--- src/rtl/npcr_pkg.sv ---
// Package for the redmean nearest palette color search.
// Field widths, distance constants, controller states and control structs.
// No dependencies.
package npcr_pkg;

   localparam int KIND_W  = 1;
   localparam int SLOT_W  = 4;
   localparam int COMP_W  = 8;
   localparam int COLOR_W = 3 * COMP_W;
   localparam int CFG_W   = 5;
   localparam int RESET_ENTRIES = 16;

   localparam int RSUM_W = COMP_W + 1;
   localparam int SQ_W   = 2 * COMP_W;
   localparam int WGT_W  = 11;
   localparam int PROD_W = WGT_W + SQ_W;
   localparam int DIST_W = PROD_W + 2;

   localparam int RED_BASE    = 1024;
   localparam int BLUE_BASE   = 1534;
   localparam int GREEN_SHIFT = 11;

   localparam logic [KIND_W-1:0] KIND_WRITE = 1'b0;
   localparam logic [KIND_W-1:0] KIND_QUERY = 1'b1;

   typedef enum logic [1:0] {
      ST_IDLE,
      ST_SCAN,
      ST_DRAIN,
      ST_HOLD
   } state_type;

   typedef struct packed {
      logic wr_en;
      logic query_load;
      logic rd_en;
      logic rd_first;
      logic rd_last;
      logic out_load;
   } cmd_type;

   typedef struct packed {
      logic scan_done;
      logic out_free;
   } status_type;

endpackage

--- src/rtl/npcr_if.sv ---
// Channel interfaces: palette request, search response, register write.
// Depends on npcr_pkg for field widths.
interface npcr_req_if;
   logic                            valid;
   logic                            ready;
   logic [npcr_pkg::KIND_W-1:0]     kind;
   logic [npcr_pkg::SLOT_W-1:0]     entry_index;
   logic [npcr_pkg::COMP_W-1:0]     red;
   logic [npcr_pkg::COMP_W-1:0]     green;
   logic [npcr_pkg::COMP_W-1:0]     blue;
   modport source (output valid, kind, entry_index, red, green, blue, input ready);
   modport sink   (input valid, kind, entry_index, red, green, blue, output ready);
endinterface

interface npcr_rsp_if;
   logic                            valid;
   logic                            ready;
   logic [npcr_pkg::SLOT_W-1:0]     nearest_index;
   logic                            exact_match;
   modport source (output valid, nearest_index, exact_match, input ready);
   modport sink   (input valid, nearest_index, exact_match, output ready);
endinterface

interface npcr_csr_if;
   logic                            valid;
   logic                            ready;
   logic [npcr_pkg::CFG_W-1:0]      data;
   modport source (output valid, data, input ready);
   modport sink   (input valid, data, output ready);
endinterface

--- src/rtl/npcr_ctrl.sv ---
// Controller: entries_in_use register, scan address counter and state machine.
// Depends on npcr_pkg and npcr_csr_if.
module npcr_ctrl #(
   parameter int PALETTE_DEPTH = 16,
   localparam int IDX_W = $clog2(PALETTE_DEPTH)
) (
   input  logic                          clock,
   input  logic                          reset,
   npcr_csr_if.sink                      csr,
   input  logic                          req_valid,
   input  logic [npcr_pkg::KIND_W-1:0]   req_kind,
   output logic                          req_ready,
   input  npcr_pkg::status_type          status,
   output npcr_pkg::cmd_type             cmd,
   output logic [IDX_W-1:0]              rd_addr
);

   npcr_pkg::state_type state_ff, state_in;
   logic [npcr_pkg::CFG_W-1:0] entries_ff;
   logic [IDX_W-1:0] addr_ff, addr_in;
   logic [IDX_W-1:0] last_ff, last_in;
   logic req_xfer;

   assign csr.ready = 1'b1;
   assign req_ready = (state_ff == npcr_pkg::ST_IDLE);
   assign req_xfer  = req_valid && req_ready;
   assign rd_addr   = addr_ff;

   always_comb begin
      if (entries_ff == '0) begin
         last_in = '0;
      end else if (int'(entries_ff) >= PALETTE_DEPTH) begin
         last_in = IDX_W'(PALETTE_DEPTH - 1);
      end else begin
         last_in = IDX_W'(entries_ff - npcr_pkg::CFG_W'(1));
      end
   end

   always_comb begin
      state_in = state_ff;
      case (state_ff)
         npcr_pkg::ST_IDLE: begin
            if (req_xfer && req_kind == npcr_pkg::KIND_QUERY) begin
               state_in = npcr_pkg::ST_SCAN;
            end
         end
         npcr_pkg::ST_SCAN: begin
            if (addr_ff == last_ff) begin
               state_in = npcr_pkg::ST_DRAIN;
            end
         end
         npcr_pkg::ST_DRAIN: begin
            if (status.scan_done) begin
               state_in = npcr_pkg::ST_HOLD;
            end
         end
         npcr_pkg::ST_HOLD: begin
            if (status.out_free) begin
               state_in = npcr_pkg::ST_IDLE;
            end
         end
         default: state_in = npcr_pkg::ST_IDLE;
      endcase
   end

   always_comb begin
      cmd     = '0;
      addr_in = addr_ff;
      case (state_ff)
         npcr_pkg::ST_IDLE: begin
            addr_in        = '0;
            cmd.wr_en      = req_xfer && (req_kind == npcr_pkg::KIND_WRITE);
            cmd.query_load = req_xfer && (req_kind == npcr_pkg::KIND_QUERY);
         end
         npcr_pkg::ST_SCAN: begin
            cmd.rd_en    = 1'b1;
            cmd.rd_first = (addr_ff == '0);
            cmd.rd_last  = (addr_ff == last_ff);
            addr_in      = addr_ff + IDX_W'(1);
         end
         npcr_pkg::ST_HOLD: begin
            cmd.out_load = status.out_free;
         end
         default: begin
            cmd = '0;
         end
      endcase
   end

   always_ff @(posedge clock) begin
      if (reset) begin
         state_ff   <= npcr_pkg::ST_IDLE;
         entries_ff <= npcr_pkg::CFG_W'(npcr_pkg::RESET_ENTRIES);
         addr_ff    <= '0;
         last_ff    <= '0;
      end else begin
         state_ff <= state_in;
         addr_ff  <= addr_in;
         if (csr.valid) begin
            entries_ff <= csr.data;
         end
         if (cmd.query_load) begin
            last_ff <= last_in;
         end
      end
   end

endmodule

--- src/rtl/npcr_datapath.sv ---
// Datapath: palette memory, pipelined redmean distance unit, running minimum
// and response register. Depends on npcr_pkg.
module npcr_datapath #(
   parameter int PALETTE_DEPTH = 16,
   localparam int IDX_W = $clog2(PALETTE_DEPTH)
) (
   input  logic                           clock,
   input  logic                           reset,
   input  npcr_pkg::cmd_type              cmd,
   output npcr_pkg::status_type           status,
   input  logic [IDX_W-1:0]               rd_addr,
   input  logic [npcr_pkg::SLOT_W-1:0]    req_slot,
   input  logic [npcr_pkg::COLOR_W-1:0]   req_color,
   output logic                           rsp_valid,
   input  logic                           rsp_ready,
   output logic [npcr_pkg::SLOT_W-1:0]    rsp_index,
   output logic                           rsp_exact
);

   localparam int CW = npcr_pkg::COMP_W;

   logic [npcr_pkg::COLOR_W-1:0] mem [PALETTE_DEPTH];
   logic [npcr_pkg::COLOR_W-1:0] rd_data_ff;
   logic [npcr_pkg::COLOR_W-1:0] query_ff;

   // stage tags
   logic             s1_valid_ff, s2_valid_ff, s3_valid_ff, s4_valid_ff, s5_valid_ff;
   logic             s1_first_ff, s2_first_ff, s3_first_ff, s4_first_ff, s5_first_ff;
   logic             s1_last_ff,  s2_last_ff,  s3_last_ff,  s4_last_ff,  s5_last_ff;
   logic [IDX_W-1:0] s1_idx_ff,   s2_idx_ff,   s3_idx_ff,   s4_idx_ff,   s5_idx_ff;

   logic [CW-1:0] er, eg, eb, qr, qg, qb;
   logic [CW-1:0] dr_ff, dg_ff, db_ff;
   logic [npcr_pkg::RSUM_W-1:0] rsum2_ff, rsum3_ff;
   logic [npcr_pkg::SQ_W-1:0] sqr_ff, sqg_ff, sqb_ff;
   logic [npcr_pkg::WGT_W-1:0] wgt_r, wgt_b;
   logic [npcr_pkg::PROD_W-1:0] pr_ff, pg_ff, pb_ff;
   logic [npcr_pkg::DIST_W-1:0] dist_ff, best_ff;
   logic [IDX_W-1:0] best_idx_ff;
   logic rsp_valid_ff;
   logic [npcr_pkg::SLOT_W-1:0] rsp_index_ff;
   logic rsp_exact_ff;
   logic slot_ok;

   assign slot_ok = (int'(req_slot) < PALETTE_DEPTH);

   always_ff @(posedge clock) begin
      if (cmd.wr_en && slot_ok) begin
         mem[IDX_W'(req_slot)] <= req_color;
      end
      if (cmd.rd_en) begin
         rd_data_ff <= mem[rd_addr];
      end
   end

   assign er = rd_data_ff[3*CW-1:2*CW];
   assign eg = rd_data_ff[2*CW-1:CW];
   assign eb = rd_data_ff[CW-1:0];
   assign qr = query_ff[3*CW-1:2*CW];
   assign qg = query_ff[2*CW-1:CW];
   assign qb = query_ff[CW-1:0];

   assign wgt_r = npcr_pkg::WGT_W'(npcr_pkg::RED_BASE)  + npcr_pkg::WGT_W'(rsum3_ff);
   assign wgt_b = npcr_pkg::WGT_W'(npcr_pkg::BLUE_BASE) - npcr_pkg::WGT_W'(rsum3_ff);

   // payload pipeline
   always_ff @(posedge clock) begin
      if (cmd.query_load) begin
         query_ff <= req_color;
      end
      dr_ff    <= (er > qr) ? er - qr : qr - er;
      dg_ff    <= (eg > qg) ? eg - qg : qg - eg;
      db_ff    <= (eb > qb) ? eb - qb : qb - eb;
      rsum2_ff <= npcr_pkg::RSUM_W'(er) + npcr_pkg::RSUM_W'(qr);
      sqr_ff   <= npcr_pkg::SQ_W'(dr_ff) * npcr_pkg::SQ_W'(dr_ff);
      sqg_ff   <= npcr_pkg::SQ_W'(dg_ff) * npcr_pkg::SQ_W'(dg_ff);
      sqb_ff   <= npcr_pkg::SQ_W'(db_ff) * npcr_pkg::SQ_W'(db_ff);
      rsum3_ff <= rsum2_ff;
      pr_ff    <= npcr_pkg::PROD_W'(wgt_r) * npcr_pkg::PROD_W'(sqr_ff);
      pg_ff    <= npcr_pkg::PROD_W'(sqg_ff) << npcr_pkg::GREEN_SHIFT;
      pb_ff    <= npcr_pkg::PROD_W'(wgt_b) * npcr_pkg::PROD_W'(sqb_ff);
      dist_ff  <= npcr_pkg::DIST_W'(pr_ff) + npcr_pkg::DIST_W'(pg_ff)
                + npcr_pkg::DIST_W'(pb_ff);
      s1_first_ff <= cmd.rd_first;
      s1_last_ff  <= cmd.rd_last;
      s1_idx_ff   <= rd_addr;
      s2_first_ff <= s1_first_ff;
      s2_last_ff  <= s1_last_ff;
      s2_idx_ff   <= s1_idx_ff;
      s3_first_ff <= s2_first_ff;
      s3_last_ff  <= s2_last_ff;
      s3_idx_ff   <= s2_idx_ff;
      s4_first_ff <= s3_first_ff;
      s4_last_ff  <= s3_last_ff;
      s4_idx_ff   <= s3_idx_ff;
      s5_first_ff <= s4_first_ff;
      s5_last_ff  <= s4_last_ff;
      s5_idx_ff   <= s4_idx_ff;
      // strict less-than keeps the lowest slot on ties
      if (s5_valid_ff && (s5_first_ff || dist_ff < best_ff)) begin
         best_ff     <= dist_ff;
         best_idx_ff <= s5_idx_ff;
      end
      if (cmd.out_load) begin
         rsp_index_ff <= npcr_pkg::SLOT_W'(best_idx_ff);
         rsp_exact_ff <= (best_ff == '0);
      end
   end

   always_ff @(posedge clock) begin
      if (reset) begin
         s1_valid_ff  <= 1'b0;
         s2_valid_ff  <= 1'b0;
         s3_valid_ff  <= 1'b0;
         s4_valid_ff  <= 1'b0;
         s5_valid_ff  <= 1'b0;
         rsp_valid_ff <= 1'b0;
      end else begin
         s1_valid_ff <= cmd.rd_en;
         s2_valid_ff <= s1_valid_ff;
         s3_valid_ff <= s2_valid_ff;
         s4_valid_ff <= s3_valid_ff;
         s5_valid_ff <= s4_valid_ff;
         if (cmd.out_load) begin
            rsp_valid_ff <= 1'b1;
         end else if (rsp_ready) begin
            rsp_valid_ff <= 1'b0;
         end
      end
   end

   assign status.scan_done = s5_valid_ff && s5_last_ff;
   assign status.out_free  = !rsp_valid_ff || rsp_ready;

   assign rsp_valid = rsp_valid_ff;
   assign rsp_index = rsp_index_ff;
   assign rsp_exact = rsp_exact_ff;

endmodule

--- src/rtl/nearest_palette_color_redmean.sv ---
// Top level of the redmean nearest palette color search.
// Depends on npcr_pkg, npcr_if, npcr_ctrl and npcr_datapath.
//
//   channel  | dir | payload                              | transfer
//   ---------+-----+--------------------------------------+-------------------
//   req_ch   | in  | kind, entry_index, red, green, blue  | valid && ready
//   rsp_ch   | out | nearest_index, exact_match           | valid && ready
//   csr_ch   | in  | data = entries_in_use                | valid (ready = 1)
//
// The palette memory feeds one entry per cycle into a pipelined distance
// unit (absolute differences, squares, weighted products, sum) with a
// running minimum at its end.
// Reset is synchronous and clears control state only; the palette is not
// cleared. A held response does not block palette writes; a query finished
// while the response register is full waits for it to drain.
module nearest_palette_color_redmean #(
   parameter int PALETTE_DEPTH = 16
) (
   input  logic        clock,
   input  logic        reset,
   npcr_req_if.sink    req_ch,
   npcr_rsp_if.source  rsp_ch,
   npcr_csr_if.sink    csr_ch
);

   localparam int IDX_W = $clog2(PALETTE_DEPTH);

   npcr_pkg::cmd_type    cmd;
   npcr_pkg::status_type status;
   logic [IDX_W-1:0]     rd_addr;

   npcr_ctrl #(
      .PALETTE_DEPTH (PALETTE_DEPTH)
   ) u_ctrl (
      .clock     (clock),
      .reset     (reset),
      .csr       (csr_ch),
      .req_valid (req_ch.valid),
      .req_kind  (req_ch.kind),
      .req_ready (req_ch.ready),
      .status    (status),
      .cmd       (cmd),
      .rd_addr   (rd_addr)
   );

   npcr_datapath #(
      .PALETTE_DEPTH (PALETTE_DEPTH)
   ) u_datapath (
      .clock     (clock),
      .reset     (reset),
      .cmd       (cmd),
      .status    (status),
      .rd_addr   (rd_addr),
      .req_slot  (req_ch.entry_index),
      .req_color ({req_ch.red, req_ch.green, req_ch.blue}),
      .rsp_valid (rsp_ch.valid),
      .rsp_ready (rsp_ch.ready),
      .rsp_index (rsp_ch.nearest_index),
      .rsp_exact (rsp_ch.exact_match)
   );

   a_query_busy: assert property (@(posedge clock) disable iff (reset)
      cmd.query_load |=> !req_ch.ready)
      else $error("request accepted during a search");

   a_done_busy: assert property (@(posedge clock) disable iff (reset)
      status.scan_done |-> !req_ch.ready)
      else $error("search ended while idle");

   a_load_valid: assert property (@(posedge clock) disable iff (reset)
      cmd.out_load |=> rsp_ch.valid)
      else $error("response load lost");

   a_load_free: assert property (@(posedge clock) disable iff (reset)
      cmd.out_load |-> status.out_free)
      else $error("response overwritten");

endmodule
--- src/flat_wrapper.sv ---
// flat-port wrapper written by rule: the top's interface ports become plain ports
module nearest_palette_color_redmean_flat 
#(
   parameter int PALETTE_DEPTH = 16
)
  (clock, reset, req_ch_valid, req_ch_kind, req_ch_entry_index, req_ch_red, req_ch_green, req_ch_blue, req_ch_ready, rsp_ch_valid, rsp_ch_nearest_index, rsp_ch_exact_match, rsp_ch_ready, csr_ch_valid, csr_ch_data, csr_ch_ready);
  npcr_req_if req_ch_i ();
  npcr_rsp_if rsp_ch_i ();
  npcr_csr_if csr_ch_i ();
  input  logic clock;
  input  logic reset;
  input wire logic [$bits(req_ch_i.valid)-1:0] req_ch_valid;
  input wire logic [$bits(req_ch_i.kind)-1:0] req_ch_kind;
  input wire logic [$bits(req_ch_i.entry_index)-1:0] req_ch_entry_index;
  input wire logic [$bits(req_ch_i.red)-1:0] req_ch_red;
  input wire logic [$bits(req_ch_i.green)-1:0] req_ch_green;
  input wire logic [$bits(req_ch_i.blue)-1:0] req_ch_blue;
  output wire logic [$bits(req_ch_i.ready)-1:0] req_ch_ready;
  output wire logic [$bits(rsp_ch_i.valid)-1:0] rsp_ch_valid;
  output wire logic [$bits(rsp_ch_i.nearest_index)-1:0] rsp_ch_nearest_index;
  output wire logic [$bits(rsp_ch_i.exact_match)-1:0] rsp_ch_exact_match;
  input wire logic [$bits(rsp_ch_i.ready)-1:0] rsp_ch_ready;
  input wire logic [$bits(csr_ch_i.valid)-1:0] csr_ch_valid;
  input wire logic [$bits(csr_ch_i.data)-1:0] csr_ch_data;
  output wire logic [$bits(csr_ch_i.ready)-1:0] csr_ch_ready;
  assign req_ch_i.valid = req_ch_valid;
  assign req_ch_i.kind = req_ch_kind;
  assign req_ch_i.entry_index = req_ch_entry_index;
  assign req_ch_i.red = req_ch_red;
  assign req_ch_i.green = req_ch_green;
  assign req_ch_i.blue = req_ch_blue;
  assign req_ch_ready = req_ch_i.ready;
  assign rsp_ch_valid = rsp_ch_i.valid;
  assign rsp_ch_nearest_index = rsp_ch_i.nearest_index;
  assign rsp_ch_exact_match = rsp_ch_i.exact_match;
  assign rsp_ch_i.ready = rsp_ch_ready;
  assign csr_ch_i.valid = csr_ch_valid;
  assign csr_ch_i.data = csr_ch_data;
  assign csr_ch_ready = csr_ch_i.ready;
  nearest_palette_color_redmean #(.PALETTE_DEPTH(PALETTE_DEPTH)) u_core (.clock(clock), .reset(reset), .req_ch(req_ch_i), .rsp_ch(rsp_ch_i), .csr_ch(csr_ch_i));
endmodule
--- config.mk ---
export PLATFORM = sky130hd
export DESIGN_NAME = nearest_palette_color_redmean_flat
export DESIGN_NICKNAME = d
export VERILOG_FILES = /design/src/rtl/npcr_pkg.sv /design/src/rtl/npcr_if.sv /design/src/rtl/npcr_ctrl.sv /design/src/rtl/npcr_datapath.sv /design/src/rtl/nearest_palette_color_redmean.sv /design/src/flat_wrapper.sv
export SDC_FILE = /design/constraint.sdc
export NUM_CORES = 2
export LEC_CHECK = 0
export BUFFER_PORTS_ARGS = -buffer_cell sky130_fd_sc_hd__buf_2
export CAP_MARGIN = 20
export CORE_MARGIN = 5
export CORE_UTILIZATION = 25
export DETAILED_ROUTE_END_ITERATION = 16
export SYNTH_ARGS = -nofsm -noshare
export SYNTH_HDL_FRONTEND = slang
export SYNTH_SLANG_ARGS = --single-unit
--- constraint.sdc ---
create_clock -name clock -period 12.9 [get_ports clock]
set_clock_uncertainty 0.1 [all_clocks]
set_input_delay 1.29 -clock clock [delete_from_list [all_inputs] [get_ports clock]]
set_output_delay 1.29 -clock clock [all_outputs]
set_load 0.05 [all_outputs]
==> results.py <==
metrics = {
    "run_status": {
        "status": "completed",
    },
    "synthesis": {
        "ys_ff_latch": 704,
        "yosysUniqueCellTypes": 77,
        "ys_seq_area_frac": 0.443,
        "syn_area_um2": 42500,
        "async_flop_share": 0,
        "ys.warnings.count": 0,
        "synth-edff-count": 470,
        "syn_avg_cell_area_um2": 12.6,
        "syn_inst": 3381,
        "synth_ff_type": "edfxtp_1",
    },
    "clocking": {
        "cts.path.max_buffers": 3,
        "cts_buffers": 73,
        "cts_sinks": 704,
        "cts_tree": "yes",
        "post_cts_buffers": 0,
        "ctsHoldBuffers": 0,
        "cts-root-buf": "clkbuf_16",
        "htree_levels": 3,
        "ctsResizeCount": 0,
        "clkLatencyLatePin_ns": 0.64,
        "clk_pin_slew_ns": 0.06,
    },
    "sta": {
        "finalHoldViolCount": 0,
        "setup_tns_ns": 0,
        "rsz0062_at_grt": "false",
        "max-slew-margin-rel": 0.283,
        "worstMarginPinSlew_ns": 1.08,
        "finalSetupViolCount": 0,
        "period_needed_ns": 6.52,
        "fmax_mhz": 153,
        "post-route-period-util": 0.506,
        "finalMaxSlewViolations": 0,
    },
    "grt": {
        "grt_max_degree": 59,
        "grt-ovfl-total": 0,
        "grt.total_usage": 0.0983,
        "grt_pass1_vias": 25603,
        "grt_pass1_wl_mm": 142,
        "antenna_found_initial": 11,
    },
    "cells_and_area": {
        "nets": 4158,
        "nFillCells": 17091,
        "final_common_cell": "inv_1",
        "seq_area_um2": 18800,
        "syn_to_final_growth_pct": 12.6,
        "multi_input_area_um2": 21500,
        "drive_above_1_share": 0.105,
        "final_cell_mix": "485 x inv_1, 470 x edfxtp_1, 357 x ha_1",
    },
    "routing": {
        "drc": 0,
        "num_vias": 24277,
        "wl_per_cell_um": 15.3,
        "vias_per_cell": 4.25,
        "ant_nets": 0,
        "wirelength_mm": 87.6,
        "first_iter_violations": 1573,
        "firstDrtPassIters": 5,
    },
    "floorplan": {
        "die_h_um": 422,
        "fp.dieW_um": 422,
        "rows": 151,
        "core_area_um2": 169000,
        "io_pins": 47,
        "fp.dieArea_um2": 178000,
        "start_util": 0.251,
    },
    "placement": {
        "dp_hpwl_mm": 61.8,
        "io_buffer_count": 45,
        "place_congestion": 0.806,
    },
    "worst_setup_path": {
        "worst_setup_path_start_kind": "flop",
        "end_kind": "flop",
        "crit_arrival_ns": 6.98,
        "r2r_slack_ns": 6.38,
        "crit_required_ns": 13.36,
        "worstPathMaxFanout": 19,
        "critPathKind": "reg -> reg",
    },
    "hold_path": {
        "hp-class": "reg -> reg",
    },
    "job": {
        "max_cap_violations": 0,
    },
}
==> per-layer routing <==
metal	routed length, um	share of wire	global-route usage	up-vias
met1	40200	0.46	0.132	12200
met2	41500	0.47	0.164	403
met3	4170	0.048	0.0185	109
met5	14	0.00016	0	-
li1	-	-	-	11561
met4	1800	0.021	0.0246	4
==> synth_stat cells, types with 12 or more instances <==
library cell  number  share of area
buf_2             15         0.0018
xnor2_1          106          0.022
ha_1             358           0.11
mux4_2           120          0.064
nand2b_1          27         0.0040
clkbuf_1          83         0.0073
o21ai_0           54         0.0064
nor3_1            24         0.0028
o21bai_1          12         0.0021
a21o_1            69          0.012
and2_1           202          0.030
nand2_1          228          0.020
dfxtp_1          234           0.11
fa_1             324           0.15
inv_1            485          0.043
nand4_1           15         0.0022
nor2_1            94         0.0083
mux2i_1           26         0.0061
buf_1             12         0.0011
edfxtp_1         470           0.33
nand3_1           42         0.0050
o21ai_1           14         0.0017
a21oi_1          123          0.014
xor2_1            48         0.0099
nor2b_1           55         0.0081
==> path summary, 6_finish.rpt <==
path	depth (start not counted)	end	startpoint
worst min-delay path	0	u_core.u_datapath.s4_first_ff	u_core.u_datapath.s3_first_ff
worst max register to register	23	u_core.u_datapath.pb_ff[23]	u_core.u_datapath.rsum3_ff[2]
worst min register to register	0	u_core.u_datapath.s4_first_ff	u_core.u_datapath.s3_first_ff
worst max-delay path	23	u_core.u_datapath.pb_ff[23]	u_core.u_datapath.rsum3_ff[2]
==> worst max-delay path, stage by stage, from the launching register on <==
cell and delay (ns):
dfxtp_1 0.75, and3_1 0.32, and3_1 0.21, nand3_1 0.10
xor2_1 0.30, buf_4 0.26, nand2_1 0.10, fa_1 0.51
inv_1 0.06, fa_1 0.53, inv_1 0.05, fa_1 0.49
fa_1 0.43, fa_1 0.49, inv_1 0.04, ha_1 0.35
a21oi_1 0.18, o21ai_0 0.08, a21oi_1 0.16, o31ai_1 0.15
nand3_1 0.17, a21oi_1 0.10, o41ai_1 0.34, xnor2_1 0.17
==> layout make-up <==
class	instances	share of cell area
multi-input combinational	2088	0.450
sequential	704	0.393
tap	2218	0.0581
clock buffer	88	0.0402
inverter	489	0.0384
timing repair buffer	81	0.0105
clock inverter	46	0.00971
antenna	1	0.0000524
==> metrics by stage <==
stage / setup WS, ns / util / cell area (um2) / instances / hold slack (ns)
2_1_floorplan: 7.04 / - / 42500 / 3392 / 0.210
3_3_place_gp: 6.08 / 0.268 / 45400 / 5577 / 0.211
3_5_place_dp: 6.32 / 0.268 / 45400 / 5579 / 0.212
4_1_cts: 6.29 / 0.283 / 47800 / 5713 / 0.226
5_1_grt: 5.95 / 0.283 / 47800 / 5714 / 0.230
6_report: 6.38 / 0.283 / 47800 / 5715 / 0.225
==> cell families (layout without fill, tap and decap cells) <==
kind of cell / count (synthesis) / after routing / synth area share
simple gates: 724 / 724 / 0.0865
flops: 704 / 704 / 0.443
fa+ha+maj: 682 / 682 / 0.258
buf+inv: 600 / 704 / 0.0536
compound gates: 365 / 365 / 0.0561
xor+xnor: 154 / 154 / 0.0318
mux: 150 / 150 / 0.0708
other cells: 2 / 14 / 0.000177
==> registers in the layout, summed over array words and instances, names as in the netlist, 24 cells and up <==
name,count
u_core.u_datapath.mem,384
u_core.u_datapath.best_ff,29
u_core.u_datapath.dist_ff,29
u_core.u_datapath.pb_ff,27
u_core.u_datapath.pr_ff,27
u_core.u_datapath.query_ff,24
u_core.u_datapath.rd_data_ff,24
Power is left out: the tool's default activity adds up to more than one toggle a clock period on the data nets, which glitch-free logic cannot reach.
